### config.mk
export PLATFORM = sky130hd
export DESIGN_NAME = c_subset_token_lexer_core_flat
export DESIGN_NICKNAME = d
export VERILOG_FILES = /design/src/design/clx_pkg.sv /design/src/design/clx_if.sv /design/src/design/clx_scan.sv /design/src/design/clx_outq.sv /design/src/design/c_subset_token_lexer_core.sv /design/src/flat_wrapper.sv
export SDC_FILE = /design/constraint.sdc
export NUM_CORES = 1
export LEC_CHECK = 0
export BUFFER_PORTS_ARGS = -buffer_cell sky130_fd_sc_hd__buf_4
export CAP_MARGIN = 20
export CORE_ASPECT_RATIO = 0.5
export CORE_UTILIZATION = 55
export CTS_CLUSTER_DIAMETER = 40
export CTS_CLUSTER_SIZE = 20
export DETAILED_ROUTE_END_ITERATION = 7
export GPL_ROUTABILITY_DRIVEN = 0
export HOLD_SLACK_MARGIN = 0.02
export PLACE_DENSITY = 0.72
export SETUP_SLACK_MARGIN = 0.02
export SLEW_MARGIN = 20
export SYNTH_ARGS = -nofsm -noshare
export SYNTH_HDL_FRONTEND = slang
export SYNTH_HIERARCHICAL = 1
export SYNTH_SLANG_ARGS = --single-unit
export TNS_END_PERCENT = 50
### constraint.sdc
create_clock -name i_clk -period 11.5 [get_ports i_clk]
set_input_delay 2.3 -clock i_clk [delete_from_list [all_inputs] [get_ports i_clk]]
set_output_delay 2.3 -clock i_clk [all_outputs]
set_load 0.1 [all_outputs]
### src/design/clx_pkg.sv
package clx_pkg;

    localparam int MAX_TOKEN_LEN_DEF = 255;
    localparam int POS_WIDTH_DEF     = 32;

    // Keyword spellings packed as they enter the prefix register.
    localparam logic [47:0] KW_INT        = 48'h00_00_00_69_6E_74;
    localparam logic [47:0] KW_RETURN     = 48'h72_65_74_75_72_6E;
    localparam int          KW_INT_LEN    = 3;
    localparam int          KW_RETURN_LEN = 6;
    localparam int          PREFIX_BYTES  = 6;

    localparam logic [7:0] CH_LPAREN = 8'h28;
    localparam logic [7:0] CH_RPAREN = 8'h29;
    localparam logic [7:0] CH_LBRACE = 8'h7B;
    localparam logic [7:0] CH_RBRACE = 8'h7D;
    localparam logic [7:0] CH_SEMI   = 8'h3B;

    localparam logic [7:0] OUT_LEN_MAX = 8'hFF;

    // Token queue: deep enough to take two tokens while two more wait.
    localparam int QUEUE_DEPTH = 4;
    localparam int QUEUE_AW    = $clog2(QUEUE_DEPTH);
    localparam int QUEUE_CW    = $clog2(QUEUE_DEPTH + 1);

    typedef enum logic [0:0] {
        OP_CHAR  = 1'b0,
        OP_FLUSH = 1'b1
    } t_op;

    typedef enum logic [1:0] {
        MODE_IDLE   = 2'd0,
        MODE_IDENT  = 2'd1,
        MODE_NUMBER = 2'd2
    } t_mode;

    typedef enum logic [3:0] {
        TT_INT_KW    = 4'd0,
        TT_RETURN_KW = 4'd1,
        TT_IDENT     = 4'd2,
        TT_LPAREN    = 4'd3,
        TT_RPAREN    = 4'd4,
        TT_LBRACE    = 4'd5,
        TT_RBRACE    = 4'd6,
        TT_INT_LIT   = 4'd7,
        TT_SEMI      = 4'd8,
        TT_UNKNOWN   = 4'd9
    } t_tok_type;

    typedef struct packed {
        t_op        op;
        logic [7:0] char_byte;
    } t_item;

    typedef struct packed {
        t_tok_type   token_type;
        logic [31:0] start_pos;
        logic [7:0]  token_len;
        logic        too_long;
        logic        last;
    } t_token;

    // Tokens produced by one item: count is 0, 1 or 2, tok0 goes out first.
    typedef struct packed {
        logic [1:0] count;
        t_token     tok0;
        t_token     tok1;
    } t_scan_out;

    function automatic logic is_letter(input logic [7:0] c);
        return (c >= 8'h41 && c <= 8'h5A) || (c >= 8'h61 && c <= 8'h7A);
    endfunction

    function automatic logic is_digit(input logic [7:0] c);
        return c >= 8'h30 && c <= 8'h39;
    endfunction

    function automatic logic is_space(input logic [7:0] c);
        return c == 8'h20 || (c >= 8'h09 && c <= 8'h0D);
    endfunction

    function automatic t_tok_type single_type(input logic [7:0] c);
        t_tok_type t;
        unique case (c)
            CH_LPAREN: t = TT_LPAREN;
            CH_RPAREN: t = TT_RPAREN;
            CH_LBRACE: t = TT_LBRACE;
            CH_RBRACE: t = TT_RBRACE;
            CH_SEMI:   t = TT_SEMI;
            default:   t = TT_UNKNOWN;
        endcase
        return t;
    endfunction

endpackage

### src/design/clx_if.sv
interface clx_in_if;
    logic       valid;
    logic       ready;
    logic       op;
    logic [7:0] char_byte;

    modport source (output valid, output op, output char_byte, input ready);
    modport sink   (input valid, input op, input char_byte, output ready);
endinterface

interface clx_tok_if;
    logic        valid;
    logic        ready;
    logic [3:0]  token_type;
    logic [31:0] start_pos;
    logic [7:0]  token_len;
    logic        too_long;
    logic        last;

    modport source (output valid, output token_type, output start_pos, output token_len,
                    output too_long, output last, input ready);
    modport sink   (input valid, input token_type, input start_pos, input token_len,
                    input too_long, input last, output ready);
endinterface

### src/design/clx_scan.sv
module clx_scan import clx_pkg::*; #(
    parameter int MAX_TOKEN_LEN = MAX_TOKEN_LEN_DEF,
    parameter int POS_WIDTH     = POS_WIDTH_DEF
) (
    input  logic      i_clk,
    input  logic      i_rst_n,
    input  logic      i_fire,
    input  t_item     i_item,
    output t_scan_out o_res
);

    localparam int             LW      = $clog2(MAX_TOKEN_LEN + 1);
    localparam logic [LW-1:0]  LEN_MAX = LW'(MAX_TOKEN_LEN);

    t_mode                r_mode,   n_mode;
    logic [POS_WIDTH-1:0] r_pos,    n_pos;
    logic [POS_WIDTH-1:0] r_start,  n_start;
    logic [LW-1:0]        r_len,    n_len;
    logic [47:0]          r_prefix, n_prefix;
    logic                 r_ovf,    n_ovf;

    always_ff @(posedge i_clk) begin
        if (!i_rst_n) begin
            r_mode   <= MODE_IDLE;
            r_pos    <= '0;
            r_start  <= '0;
            r_len    <= '0;
            r_prefix <= '0;
            r_ovf    <= 1'b0;
        end else begin
            r_mode   <= n_mode;
            r_pos    <= n_pos;
            r_start  <= n_start;
            r_len    <= n_len;
            r_prefix <= n_prefix;
            r_ovf    <= n_ovf;
        end
    end

    always_comb begin
        logic       c_let, c_dig, c_sp, c_char, c_grow, c_flush, c_single;
        logic [7:0]  c;
        logic [63:0] start_ext, pos_ext;
        logic [15:0] len_ext;
        t_token      pend, sing;

        c        = i_item.char_byte;
        c_char   = (i_item.op == OP_CHAR);
        c_let    = is_letter(c);
        c_dig    = is_digit(c);
        c_sp     = is_space(c);
        c_grow   = c_char && ((r_mode == MODE_IDENT && (c_let || c_dig)) ||
                              (r_mode == MODE_NUMBER && c_dig));
        c_flush  = !c_grow && (r_mode != MODE_IDLE);
        c_single = c_char && !c_grow && !c_sp && !c_let && !c_dig;

        start_ext = 64'(r_start);
        pos_ext   = 64'(r_pos);
        len_ext   = 16'(r_len);

        // Pending identifier or number, as it stands before this item.
        if (r_mode == MODE_NUMBER) begin
            pend.token_type = TT_INT_LIT;
        end else if (r_len == LW'(KW_INT_LEN) && !r_ovf && r_prefix == KW_INT) begin
            pend.token_type = TT_INT_KW;
        end else if (r_len == LW'(KW_RETURN_LEN) && !r_ovf && r_prefix == KW_RETURN) begin
            pend.token_type = TT_RETURN_KW;
        end else begin
            pend.token_type = TT_IDENT;
        end
        pend.start_pos = start_ext[31:0];
        pend.token_len = (len_ext > 16'(OUT_LEN_MAX)) ? OUT_LEN_MAX : len_ext[7:0];
        pend.too_long  = r_ovf;
        pend.last      = !c_single;

        sing.token_type = single_type(c);
        sing.start_pos  = pos_ext[31:0];
        sing.token_len  = 8'd1;
        sing.too_long   = 1'b0;
        sing.last       = 1'b1;

        o_res.count = {1'b0, c_flush} + {1'b0, c_single};
        o_res.tok0  = c_flush ? pend : sing;
        o_res.tok1  = sing;

        n_mode   = r_mode;
        n_pos    = r_pos;
        n_start  = r_start;
        n_len    = r_len;
        n_prefix = r_prefix;
        n_ovf    = r_ovf;

        if (i_fire) begin
            if (!c_char) begin
                n_mode   = MODE_IDLE;
                n_pos    = '0;
                n_start  = '0;
                n_len    = '0;
                n_prefix = '0;
                n_ovf    = 1'b0;
            end else begin
                if (c_grow) begin
                    if (r_len < LW'(PREFIX_BYTES)) begin
                        n_prefix = {r_prefix[39:0], c};
                    end
                    if (r_len == LEN_MAX) begin
                        n_ovf = 1'b1;
                    end else begin
                        n_len = r_len + LW'(1);
                    end
                end else begin
                    if (c_flush) begin
                        n_mode   = MODE_IDLE;
                        n_len    = '0;
                        n_prefix = '0;
                        n_ovf    = 1'b0;
                    end
                    if (c_let || c_dig) begin
                        n_mode   = c_let ? MODE_IDENT : MODE_NUMBER;
                        n_start  = r_pos;
                        n_len    = LW'(1);
                        n_prefix = 48'(c);
                        n_ovf    = 1'b0;
                    end
                end
                n_pos = r_pos + POS_WIDTH'(1);
            end
        end
    end

endmodule

### src/design/clx_outq.sv
module clx_outq import clx_pkg::*; (
    input  logic             i_clk,
    input  logic             i_rst_n,
    input  logic [1:0]       i_wr_cnt,
    input  t_token           i_tok0,
    input  t_token           i_tok1,
    output logic             o_room,
    clx_tok_if.source        o_tok
);

    t_token               r_mem [QUEUE_DEPTH];
    logic [QUEUE_AW-1:0]  r_wp, n_wp;
    logic [QUEUE_AW-1:0]  r_rp, n_rp;
    logic [QUEUE_CW-1:0]  r_cnt, n_cnt;
    logic                 rd;
    logic [QUEUE_AW-1:0]  wp1;
    t_token               head;

    assign wp1    = r_wp + QUEUE_AW'(1);
    assign o_room = r_cnt <= QUEUE_CW'(QUEUE_DEPTH - 2);
    assign rd     = o_tok.valid && o_tok.ready;

    assign head             = r_mem[r_rp];
    assign o_tok.valid      = r_cnt != '0;
    assign o_tok.token_type = head.token_type;
    assign o_tok.start_pos  = head.start_pos;
    assign o_tok.token_len  = head.token_len;
    assign o_tok.too_long   = head.too_long;
    assign o_tok.last       = head.last;

    always_comb begin
        n_wp  = r_wp + QUEUE_AW'(i_wr_cnt);
        n_rp  = rd ? r_rp + QUEUE_AW'(1) : r_rp;
        n_cnt = r_cnt + QUEUE_CW'(i_wr_cnt) - QUEUE_CW'(rd);
    end

    always_ff @(posedge i_clk) begin
        if (!i_rst_n) begin
            r_wp  <= '0;
            r_rp  <= '0;
            r_cnt <= '0;
        end else begin
            r_wp  <= n_wp;
            r_rp  <= n_rp;
            r_cnt <= n_cnt;
        end
    end

    always_ff @(posedge i_clk) begin
        if (i_wr_cnt != 2'd0) begin
            r_mem[r_wp] <= i_tok0;
        end
        if (i_wr_cnt == 2'd2) begin
            r_mem[wp1] <= i_tok1;
        end
    end

endmodule

### src/design/c_subset_token_lexer_core.sv
// Channel   Dir  Payload                                            Handshake
// i_src     in   op, char_byte                                      valid/ready
// o_tok     out  token_type, start_pos, token_len, too_long, last   valid/ready
//
// One source byte per cycle is accepted while the input is not stalled; a byte
// passes through the input register into the token queue, whose head drives o_tok.
// A byte may produce up to two tokens, so a held byte waits in the input register
// until the four-entry token queue has two free slots, and the input stalls while
// a byte waits there; output drain of one token per cycle sets the sustained rate
// for bytes that produce two tokens.
// i_rst_n is synchronous and active low; it clears the scanner state and the queue.
module c_subset_token_lexer_core import clx_pkg::*; #(
    parameter int MAX_TOKEN_LEN = MAX_TOKEN_LEN_DEF,
    parameter int POS_WIDTH     = POS_WIDTH_DEF
) (
    input  logic       i_clk,
    input  logic       i_rst_n,
    clx_in_if.sink     i_src,
    clx_tok_if.source  o_tok
);

    // Input register: holds one accepted transaction until the queue has room
    // for every token that byte can produce.
    logic      r_vld;
    t_item     r_item;
    logic      room;
    logic      adv;
    t_scan_out scan_res;

    // The scanner consumes the held byte when the queue can take two tokens.
    assign adv         = r_vld && room;
    // A new byte enters whenever the register is empty or is being drained now,
    // so back-to-back bytes flow without a bubble.
    assign i_src.ready = !r_vld || adv;

    always_ff @(posedge i_clk) begin
        if (!i_rst_n) begin
            r_vld <= 1'b0;
        end else if (i_src.ready) begin
            r_vld <= i_src.valid;
        end
    end

    always_ff @(posedge i_clk) begin
        if (i_src.valid && i_src.ready) begin
            r_item.op        <= t_op'(i_src.op);
            r_item.char_byte <= i_src.char_byte;
        end
    end

    // Classification, token assembly and the lexer state registers.
    clx_scan #(
        .MAX_TOKEN_LEN (MAX_TOKEN_LEN),
        .POS_WIDTH     (POS_WIDTH)
    ) u_scan (
        .i_clk   (i_clk),
        .i_rst_n (i_rst_n),
        .i_fire  (adv),
        .i_item  (r_item),
        .o_res   (scan_res)
    );

    // Result registers: a small queue that takes up to two tokens per cycle
    // and hands them out one per transaction.
    clx_outq u_outq (
        .i_clk    (i_clk),
        .i_rst_n  (i_rst_n),
        .i_wr_cnt (adv ? scan_res.count : 2'd0),
        .i_tok0   (scan_res.tok0),
        .i_tok1   (scan_res.tok1),
        .o_room   (room),
        .o_tok    (o_tok)
    );

endmodule

### src/flat_wrapper.sv
// flat-port wrapper written by rule: the top's interface ports become plain ports
module c_subset_token_lexer_core_flat import clx_pkg::*;
#(
    parameter int MAX_TOKEN_LEN = MAX_TOKEN_LEN_DEF,
    parameter int POS_WIDTH     = POS_WIDTH_DEF
)
  (i_clk, i_rst_n, i_src_valid, i_src_op, i_src_char_byte, i_src_ready, o_tok_valid, o_tok_token_type, o_tok_start_pos, o_tok_token_len, o_tok_too_long, o_tok_last, o_tok_ready);
  clx_in_if i_src_i ();
  clx_tok_if o_tok_i ();
  input  logic i_clk;
  input  logic i_rst_n;
  input wire logic [$bits(i_src_i.valid)-1:0] i_src_valid;
  input wire logic [$bits(i_src_i.op)-1:0] i_src_op;
  input wire logic [$bits(i_src_i.char_byte)-1:0] i_src_char_byte;
  output wire logic [$bits(i_src_i.ready)-1:0] i_src_ready;
  output wire logic [$bits(o_tok_i.valid)-1:0] o_tok_valid;
  output wire logic [$bits(o_tok_i.token_type)-1:0] o_tok_token_type;
  output wire logic [$bits(o_tok_i.start_pos)-1:0] o_tok_start_pos;
  output wire logic [$bits(o_tok_i.token_len)-1:0] o_tok_token_len;
  output wire logic [$bits(o_tok_i.too_long)-1:0] o_tok_too_long;
  output wire logic [$bits(o_tok_i.last)-1:0] o_tok_last;
  input wire logic [$bits(o_tok_i.ready)-1:0] o_tok_ready;
  assign i_src_i.valid = i_src_valid;
  assign i_src_i.op = i_src_op;
  assign i_src_i.char_byte = i_src_char_byte;
  assign i_src_ready = i_src_i.ready;
  assign o_tok_valid = o_tok_i.valid;
  assign o_tok_token_type = o_tok_i.token_type;
  assign o_tok_start_pos = o_tok_i.start_pos;
  assign o_tok_token_len = o_tok_i.token_len;
  assign o_tok_too_long = o_tok_i.too_long;
  assign o_tok_last = o_tok_i.last;
  assign o_tok_i.ready = o_tok_ready;
  c_subset_token_lexer_core #(.MAX_TOKEN_LEN(MAX_TOKEN_LEN), .POS_WIDTH(POS_WIDTH)) u_core (.i_clk(i_clk), .i_rst_n(i_rst_n), .i_src(i_src_i), .o_tok(o_tok_i));
endmodule
==> metrics.txt, run 1 <==
Post-layout nets=1196; Worst Tran Pin Value=969 ps; Post-CTS Setup Repair Bufs=0; Antenna diodes=0; most frequent cells in the layout=mux2_2 (198), edfxtp_1 (193), dfxtp_1 (131), nor2_1 (80), buf_4 (75); deepest clock path buffer count=3; area of the multi-input gates=6560 um^2; multiplexer share of the synthesized area=0.227; top layer in use=met4; clock skew=25.5 ps; worst hold path type=reg2reg; P_int=2080 uW; max_slew headroom=0.354; max_cap viols=0; fin area=17100 um^2; routed length on met1=14700 um; hpwl dp=19000 um; worst-skew pair later-pin latency=580 ps; Syn Area/Cell=13.6 um^2; VDD IR max=0.108 mV; Core Region=27700 um^2; Final ANT Viol Nets=0; Worst Path Arrival=2460 ps; Max Clk Rate=0.210 GHz; clk sinks=326; Placed Area=16100 um^2; PwrDens=188 nW/um^2; # IOs=61; clock power share=0.307; Hold Path Depth=2; status=completed; CTS tree=yes; layout cell share with drive strength beyond 1=0.338; # setup viols final=0; Rows=43; Sequential Power Share=0.423; min-delay src=u_core/u_scan/r_start[29]; final hold vios=0; Compound-Gate Fraction of Synth Area=0.0751; initial core utilization=0.559; Cell Area, Synth=15500 um^2; most common cell after layout, fill and taps aside=mux2_2; FFs w/ async S/R, synth=0; final slew viol count=0; via count=9477; CTS Hold Bufs=0; final wirelength=31900 um; FF-to-FF path depth=10; simple-gate share of the synthesized area=0.0890; critical path data required time=9200 ps; CTS HTree Levels=1; height of the die=121 um; die area=28900 um^2; die width=239 um; Layout Area Growth over Synthesis=10.3%; number of flops mapped to enable cells by yosys=193; Top FF cell, synth=edfxtp_1; startpoint types=register; Final Cycle Share=0.414; Residual DRC=0; cells after synthesis=1136; Logic pwr share=0.270; initial antenna violation count=0; Port Buffers=60; RSZ-0062 raised after global routing=false; per-cell routed wire length=20.2 um; adder-cell share of the synthesized area=0.00856; sw frac=0.355; Via density=6.00; Syn. warnings=6; Detailed Routing Iterations Pass 1=5; largest net degree at the start of global routing=63; register area=8460 um^2; largest family of logic cells by synthesized area=multiplexers; crit-path max FO=46; crit end category=output pin; WS Path Type=reg2out; Yosys reg bits=326; vias in the first global route=9637; grt total ovfl=0; GRT Resource Usage Total=0.227; leakage=0.00628 uW; Clock transition at path regs=60 ps; worst reg-to-reg setup slack=7140 ps; DR WL met2=15100 um; Sw Pwr=1140 uW; final hold slack=461 ps; R2R Path Start=u_core/r_item[2]; CTS resizes=0; DRT iter0 DRCs=556; end of the worst register-to-register path=u_core/u_outq/r_mem[2][25]; Root Driver=clkbuf_16; met3 WL=1350 um; Seq/Total Area, Yosys=0.546; XOR/XNOR Fraction of Synth Area=0.0182; total CTS buffers=31; minimum clock period=4760 ps; Worst Hold End=u_core/u_scan/r_start[29]; Total Neg Setup Slack=0 ps; synth unique cells=79; Layout fillers=2073; first-pass GRT wire length=51600 um
==> area by class of cell <==
cell class | instances | share of cell area
Tap cell | 382 | 0.0280
Clock inverter | 21 | 0.00864
Inverter | 15 | 0.00329
Sequential cell | 326 | 0.495
Clock buffer | 37 | 0.0485
Timing Repair Buffer | 75 | 0.0329
Multi-Input combinational cell | 724 | 0.384
==> sequential cells by signal, summed over array words and instances (netlist names), named ones only <==
register	flops
u_core/r_vld	1
u_core/u_scan/r_pos	32
u_core/u_scan/r_prefix	48
u_core/u_outq/r_rp	2
u_core/u_scan/r_ovf	1
u_core/r_item	9
u_core/u_scan/r_mode	2
u_core/u_outq/r_wp	2
u_core/u_outq/r_mem	184
u_core/u_outq/r_cnt	3
u_core/u_scan/r_start	32
u_core/u_scan/r_len	8
==> synthesized netlist by cell type, types with 9 or more instances <==
master | count | area, um^2
mux2_2 | 198 | 2230
edfxtp_1 | 193 | 5800
dfxtp_1 | 133 | 2660
nor2_1 | 82 | 308
a22o_1 | 47 | 412
mux4_2 | 46 | 1040
nand2_1 | 32 | 120
o22ai_1 | 31 | 194
clkbuf_1 | 24 | 90.1
o21ai_0 | 23 | 115
nand4_1 | 21 | 131
buf_2 | 18 | 90.1
nand3_1 | 18 | 90.1
a21oi_1 | 17 | 85.1
buf_4 | 17 | 128
mux2_1 | 17 | 191
buf_6 | 16 | 180
xor2_1 | 16 | 140
inv_1 | 15 | 56.3
nor3_1 | 15 | 75.1
and2_1 | 13 | 81.3
xnor2_1 | 11 | 96.3
or3_1 | 10 | 62.6
ha_1 | 9 | 113
==> per-layer routing <==
layer / global-route usage / vias up
li1: - / 4445
met1: 0.314 / 4774
met2: 0.376 / 215
met3: 0.0329 / 43
met4: 0.0585 / 0
met5: 0 / -
==> worst max-delay path: stages, from the launching register on <==
cell and delay, ps:
dfxtp_4 970, mux4_2 630, buf_4 250
==> stage by stage <==
step,utilization,setup WS (ps),total power [uW],std cells
floorplan,-,5260,2110,1144
global placement,0.582,7270,2250,1522
global route,0.617,6570,3340,1580
finish,0.617,6740,3220,1580
CTS,0.617,6660,3240,1580
detailed placement,0.582,7170,2260,1522
==> power groups by stage <==
stage / clock network (uW) / registers, uW / logic (uW)
final: 988 / 1360 / 870
after global routing: 1060 / 1370 / 908
after CTS: 1010 / 1360 / 874
after detailed placement: 0 / 1390 / 872
after global placement: 0 / 1390 / 864
after floorplan: 0 / 1340 / 774
==> how the worst max path moves through the flow <==
stage | from | to | slack, ps
after floorplan | u_core/r_item[0] | u_core/u_outq/r_mem[0][0] | 5260
after global placement | register | o_tok_start_pos[27] | 7270
after detailed placement | u_core/r_item[2] | u_core/u_outq/r_mem[2][33] | 7170
after CTS | register | o_tok_start_pos[31] | 6660
after global routing | register | o_tok_start_pos[31] | 6570
final | register | o_tok_start_pos[31] | 6740
==> cells by family after synthesis <==
| kind of cell | count (synthesis) |
|---|---|
| other | 2 |
| adder cells (fa/ha/maj) | 10 |
| AO/OA/AOI/OAI | 152 |
| buffers and inverters | 94 |
| multiplexers | 267 |
| XOR/XNOR | 29 |
| AND/OR/NAND/NOR | 256 |
| flip-flops | 326 |
Power figures use the tool's default switching activity.
==> run 2, diff against run 1 <==
PLACE_DENSITY = 0.75   (was 0.72)
clock period = 4.1 ns   (was 11.5 ns; I/O delays follow)
==> run 2 against run 1 <==
Net effect:
- die area did not move
- register-to-register slack got worse by 6800 ps
- via count rose by 2.5%
- utilization rose by 1.1 points
- sequential share of layout area fell by 0.85 points
- critical path depth rose by 7
- hold slack got worse by 31 ps
- sequential cell count did not move
- design area rose by 1.8%
- combinational power rose to 3.0 times the previous value
- largest cell class unchanged
- largest power group unchanged
==> metrics.txt, run 2 (synthesized netlist as in run 1, its figures left out) <==
Hold Path Depth=1 (was 2); sw frac=0.362 (was 0.355); CTS Hold Bufs=0 (unchanged); max_slew headroom=0.488 (was 0.354); Logic pwr share=0.282 (was 0.270); final wirelength=33700 um (was 31900 um); DRT iter0 DRCs=771 (was 556); hpwl dp=20300 um (was 19000 um); status=completed (unchanged); final slew viol count=0 (unchanged); worst hold path type=in2reg (was reg2reg); initial core utilization=0.559 (unchanged); Post-CTS Setup Repair Bufs=0 (unchanged); worst reg-to-reg setup slack=350 ps (was 7140 ps); die width=239 um (unchanged); vias in the first global route=9661 (was 9637); Max Clk Rate=0.266 GHz; total CTS buffers=30 (was 31); Final ANT Viol Nets=0 (unchanged); final hold vios=0 (unchanged); crit end category=register (was output pin); leakage=0.00639 uW (was 0.00628 uW); die area=28900 um^2 (unchanged); Sw Pwr=3380 uW (was 1140 uW); PwrDens=536 nW/um^2 (was 188 nW/um^2); GRT Resource Usage Total=0.236 (was 0.227); critical path data required time=4430 ps (was 9200 ps); Port Buffers=60 (unchanged); Detailed Routing Iterations Pass 1=5 (unchanged); minimum clock period=3750 ps; Placed Area=16300 um^2 (was 16100 um^2); Worst Hold End=u_core/r_item[4] (was u_core/u_scan/r_start[29]); clk sinks=326 (unchanged); Layout fillers=2063 (was 2073); crit-path max FO=23 (was 46); Residual DRC=0 (unchanged); Final Cycle Share=0.915; area of the multi-input gates=6560 um^2 (unchanged); Layout Area Growth over Synthesis=12.2% (was 10.3%); Total Neg Setup Slack=0 ps (unchanged); initial antenna violation count=0 (unchanged); Worst Tran Pin Value=766 ps (was 969 ps); Post-layout nets=1206 (was 1196); CTS resizes=0 (unchanged); VDD IR max=0.347 mV (was 0.108 mV); worst-skew pair later-pin latency=580 ps (about the same); biggest regs=u_core/u_outq/r_mem x184, u_core/u_scan/r_prefix x48 (unchanged); CTS HTree Levels=1 (unchanged); most frequent cells in the layout=mux2_2 (198), edfxtp_1 (193), dfxtp_1 (131), nor2_1 (80), buf_4 (77) (was mux2_2 (198), edfxtp_1 (193), dfxtp_1 (131), nor2_1 (80), buf_4 (75)); R2R Path Start=u_core/r_item[2] (unchanged); clock skew=29.1 ps (was 25.5 ps); largest net degree at the start of global routing=47 (was 63); min-delay src=i_src_char_byte[4] (was u_core/u_scan/r_start[29]); grt total ovfl=0 (unchanged); CTS tree=yes (unchanged); Clock transition at path regs=80 ps (was 60 ps); Sequential Power Share=0.398 (was 0.423); height of the die=121 um (unchanged); WS Path Type=reg2reg (was reg2out); end of the worst register-to-register path=u_core/u_outq/r_mem[3][25] (was u_core/u_outq/r_mem[2][25]); # IOs=61 (unchanged); Via density=6.11 (was 6.00); startpoint types=register (unchanged); Worst Path Arrival=4080 ps (was 2460 ps); Antenna diodes=0 (unchanged); clock power share=0.320 (was 0.307); FF-to-FF path depth=9 (was 10); # setup viols final=0 (unchanged); RSZ-0062 raised after global routing=false (unchanged); via count=9712 (was 9477); P_int=5950 uW (was 2080 uW); per-cell routed wire length=21.2 um (was 20.2 um); most common cell after layout, fill and taps aside=mux2_2 (unchanged); first-pass GRT wire length=53200 um (was 51600 um); max reg flops=184 (unchanged); max_cap viols=0 (unchanged); Rows=43 (unchanged); Top reg by flops=u_core/u_outq/r_mem (unchanged); deepest clock path buffer count=3 (unchanged); Root Driver=clkbuf_16 (unchanged); register area=8460 um^2 (unchanged); Core Region=27700 um^2 (unchanged); fin area=17400 um^2 (was 17100 um^2); layout cell share with drive strength beyond 1=0.345 (was 0.338)
run 2: final cells by class:
class                   instances  share of cell area
flip-flops and latches        326               0.487
multi-input cells             724               0.377
repair buffers                 86              0.0436
clock buffers                  30              0.0432
well taps                     382              0.0275
clock inverters                26              0.0191
inverters                      15             0.00324
run 2: critical path, cell delays in order (launching register included):
cell      delay, ps
edfxtp_1        550
or3_4           450
o32ai_2         320
o21ai_2         170
a21oi_1         250
ha_1            280
and3_2          260
and4bb_2        600
buf_12          260
mux2_2          360
run 2: metal layers:
layer	vias up	global-route usage	wire length, um
met4	0	0.0565	533
met1	4947	0.330	15100
met5	-	0	0
met2	241	0.389	16400
li1	4478	-	-
met3	46	0.0345	1600
run 2: worst max path at each step:
stage | startpoint | endpoint | slack, ps | cells past startpoint
2_1_floorplan | u_core/r_item[0] | u_core/u_outq/r_mem[1][0] | -90 | 10
3_3_place_gp | u_core/r_item[2] | u_core/u_outq/r_mem[3][27] | 510 | 9
3_5_place_dp | u_core/r_item[2] | u_core/u_outq/r_mem[3][25] | 370 | 9
4_1_cts | u_core/r_item[2] | u_core/u_outq/r_mem[3][25] | 360 | 9
5_1_grt | u_core/r_item[2] | u_core/u_outq/r_mem[3][10] | 250 | 9
6_report | u_core/r_item[2] | u_core/u_outq/r_mem[3][25] | 350 | 9
run 2: power by group through the flow:
| stage | logic, uW | clock network (uW) | registers, uW |
|---|---|---|---|
| after floorplan | 2170 | 0 | 3740 |
| after global placement | 2620 | 0 | 3770 |
| after detailed placement | 2640 | 0 | 3780 |
| after CTS | 2650 | 3050 | 3710 |
| after global routing | 2740 | 3180 | 3730 |
| final | 2630 | 2990 | 3710 |
run 2: through the flow:
step	worst slack (ps)	hold WS, ps	util	cells	total power [uW]
after global placement	506	443	0.589	1533	6390
after floorplan	-94.1	434	-	1144	5920
after detailed placement	375	455	0.589	1533	6420
after global routing	248	399	0.628	1589	9640
after CTS	364	402	0.628	1589	9400
final	347	429	0.628	1589	9330
==> run 3, diff against run 2 <==
ABC_AREA = 1   (was default)
==> run 3 against run 2 <==
Net effect:
- wire length up 19%
- register-to-register slack better by 220 ps
- the flow now finishes with violations (design-rule violations)
- design area grew 5.1%
- non-clock buffer count is 1 higher
- sequential power increased by 5.9%
- clock skew shrank 9.4 ps
- sequential cell count unchanged
- global-route usage increased by 2.6 points
- die area up 6.6%
- total power grew 15%
- setup slack better by 220 ps
- area after synthesis grew 6.7%
==> metrics.txt, run 3 <==
status=finished, violations left (was completed); failing checks=design-rule violations; Final Cycle Share=0.861 (was 0.915); Top FF cell, synth=edfxtp_1 (unchanged); CTS HTree Levels=2 (was 1); Clock transition at path regs=70 ps (was 80 ps); Util after Layout=0.624 (was 0.628); height of the die=125 um (was 121 um); CTS resizes=0 (unchanged); FFs w/ async S/R, synth=0 (unchanged); clock skew=19.7 ps (was 29.1 ps); synth top area cells=edfxtp_1 (35%), dfxtp_1 (16%), nand2_1 (9.7%) (was edfxtp_1 (37%), dfxtp_1 (17%), mux2_2 (14%)); deepest clock path buffer count=3 (unchanged); PwrDens=585 nW/um^2 (was 536 nW/um^2); Detailed Routing Iterations Pass 1=7 (was 5); Post-layout nets=2090 (was 1206); final hold vios=0 (unchanged); max_cap viols=0 (unchanged); total CTS buffers=34 (was 30); crit-path max FO=9 (was 23); clk sinks=326 (unchanged); RSZ-0062 raised after global routing=false (unchanged); hpwl dp=24000 um (was 20300 um); Syn. warnings=6 (unchanged); minimum clock period=3530 ps (was 3750 ps); layout cell share with drive strength beyond 1=0.0937 (was 0.345); number of flops mapped to enable cells by yosys=193 (unchanged); CTS Hold Bufs=0 (unchanged); number of buffers and inverters on the critical path=4 (was 1); largest net degree at the start of global routing=93 (was 47); final wirelength=40100 um (was 33700 um); Core Region=29300 um^2 (was 27700 um^2); Post-CTS Setup Repair Bufs=0 (unchanged); Max Clk Rate=0.283 GHz (was 0.266 GHz); initial antenna violation count=0 (unchanged); crit end category=register (unchanged); Root Driver=clkbuf_16 (unchanged); Layout Area Growth over Synthesis=10.6% (was 12.2%); critical path data required time=4520 ps (was 4430 ps); Crit path largest cell delay=460 ps (was 600 ps); via count=14.1k (was 9712); max reg flops=184 (unchanged); VDD IR max=0.556 mV (was 0.347 mV); Via density=5.68 (was 6.11); leakage=0.00649 uW (was 0.00639 uW); initial core utilization=0.565 (was 0.559); Seq/Total Area, Yosys=0.511 (was 0.546); first-pass GRT wire length=65100 um (was 53200 um); top cell type by total area after synthesis=edfxtp_1 (unchanged); Yosys reg bits=326 (unchanged); grt total ovfl=0 (unchanged); DRT iter0 DRCs=1370 (was 771); CP Cell Sequence=nor2_1 -> nand2_1 -> nand2_1 -> nand2_1 -> nand2_1 -> nand2_2 -> inv_1 -> nand2_1 -> a211oi_1 -> ha_1 -> inv_1 -> nor2_1 -> inv_2 -> ha_1 -> inv_1 -> fa_1 -> or2_2 -> a21oi_1 -> nor2_1 (was or3_4 -> o32ai_2 -> o21ai_2 -> a21oi_1 -> ha_1 -> and3_2 -> and4bb_2 -> buf_12 -> mux2_2); Final ANT Viol Nets=0 (unchanged); most common cell in the netlist=nand2_1 (was mux2_2); biggest regs=u_core/u_outq/r_mem x184, u_core/u_scan/r_prefix x48 (unchanged); cells after synthesis=2068 (was 1136); worst-skew pair later-pin latency=530 ps (was 580 ps); die area=30800 um^2 (was 28900 um^2); Synth top cells by count=nand2_1 (428), nor2_1 (307), o21ai_0 (207), edfxtp_1 (193), inv_1 (175) (was mux2_2 (198), edfxtp_1 (193), dfxtp_1 (133), nor2_1 (82), a22o_1 (47)); Residual DRC=4 (was 0); Top cell by count, worst path=nand2_1; Worst Tran Pin Value=851 ps (was 766 ps); vias in the first global route=13.0k (was 9661); most common cell after layout, fill and taps aside=nand2_1 (was mux2_2); Slowest cell on crit path=edfxtp_1 (was and4bb_2); WS Path Type=reg2reg (unchanged); # setup viols final=0 (unchanged); Antenna diodes=0 (unchanged); Port Buffers=60 (unchanged); synth unique cells=48 (was 79); per-cell routed wire length=16.1 um (was 21.2 um); Top reg by flops=u_core/u_outq/r_mem (unchanged); Rows=44 (was 43); Worst Path Arrival=3940 ps (was 4080 ps); CTS tree=yes (unchanged); worst hold path type=reg2reg (was in2reg); die width=247 um (was 239 um); Cell Area, Synth=16500 um^2 (was 15500 um^2); Syn Area/Cell=8.00 um^2 (was 13.6 um^2); Yosys top cell area share=0.350 (was 0.374); GRT Resource Usage Total=0.262 (was 0.236); most frequent cells in the layout=nand2_1 (422), nor2_1 (306), o21ai_0 (207), edfxtp_1 (193), inv_1 (175) (was mux2_2 (198), edfxtp_1 (193), dfxtp_1 (131), nor2_1 (80), buf_4 (77)); # IOs=61 (unchanged); max_slew headroom=0.433 (was 0.488); CP delay by family, top=simple AND/OR/NAND/NOR gates (unchanged); final slew viol count=0 (unchanged); Overall Power=10700 uW (was 9330 uW); startpoint types=register (unchanged); Total Neg Setup Slack=0 ps (unchanged)
run 3: cells by family after synthesis:
| group | synth area share |
|---|---|
| simple gates | 0.240 |
| xor+xnor | 0.000530 |
| fa+ha+maj | 0.00802 |
| other cells | 0.000454 |
| compound gates | 0.151 |
| buf+inv | 0.0887 |
| flops | 0.511 |
run 3: per-layer routing:
metal	part of all wire	vias to the layer above	track usage	routed length (um)
li1	-	6963	-	-
met1	0.45	6590	0.364	17900
met2	0.47	496	0.425	18800
met3	0.067	52	0.0375	2690
met4	0.018	0	0.0790	715
met5	0	-	0	0
run 3: worst register-to-register path, delay by kind of cell, from the launching register on:
kind | cells | cell delay (ps)
AO/OA/AOI/OAI | 2 | 470
flip-flops | 1 | 460
AND/OR/NAND/NOR | 10 | 1320
adder cells (fa/ha/maj) | 3 | 930
buffers and inverters | 4 | 270
run 3: report_power, final:
group	total [uW]	switching (uW)	internal (uW)
clock	3300	1330	1980
sequential	3930	159	3770
combinational	3480	2720	754
total	10700	4210	6500
run 3: path summary, 6_finish.rpt:
kind	startpoint	endpoint	slack (ps)	cells past startpoint
worst max-delay path	u_core/r_item[1]	u_core/u_outq/r_cnt[2]	570	19
worst min-delay path	u_core/u_scan/r_start[12]	u_core/u_scan/r_start[12]	450	2
worst max register to register	u_core/r_item[1]	u_core/u_outq/r_cnt[2]	570	19
worst min register to register	u_core/u_scan/r_start[12]	u_core/u_scan/r_start[12]	450	2
run 3: stage by stage:
| step | instances | area (um^2) | hold slack (ps) | setup slack, ps |
|---|---|---|---|---|
| after global routing | 2483 | 18300 | 460 | 310 |
| after detailed placement | 2422 | 17100 | 444 | 581 |
| after global placement | 2422 | 17100 | 438 | 758 |
| after floorplan | 2076 | 16600 | 429 | 232 |
| final | 2483 | 18300 | 454 | 572 |
| after CTS | 2483 | 18300 | 452 | 569 |
run 3: layout make-up:
type                            instances  area (um^2)
Tap cell                              391          489
Sequential cell                       326         8460
Fill cell                            2528        11000
Multi-Input combinational cell       1432         6690
Inverter                              186          701
Clock inverter                         18          243
Clock buffer                           43          947
Timing Repair Buffer                   87          766
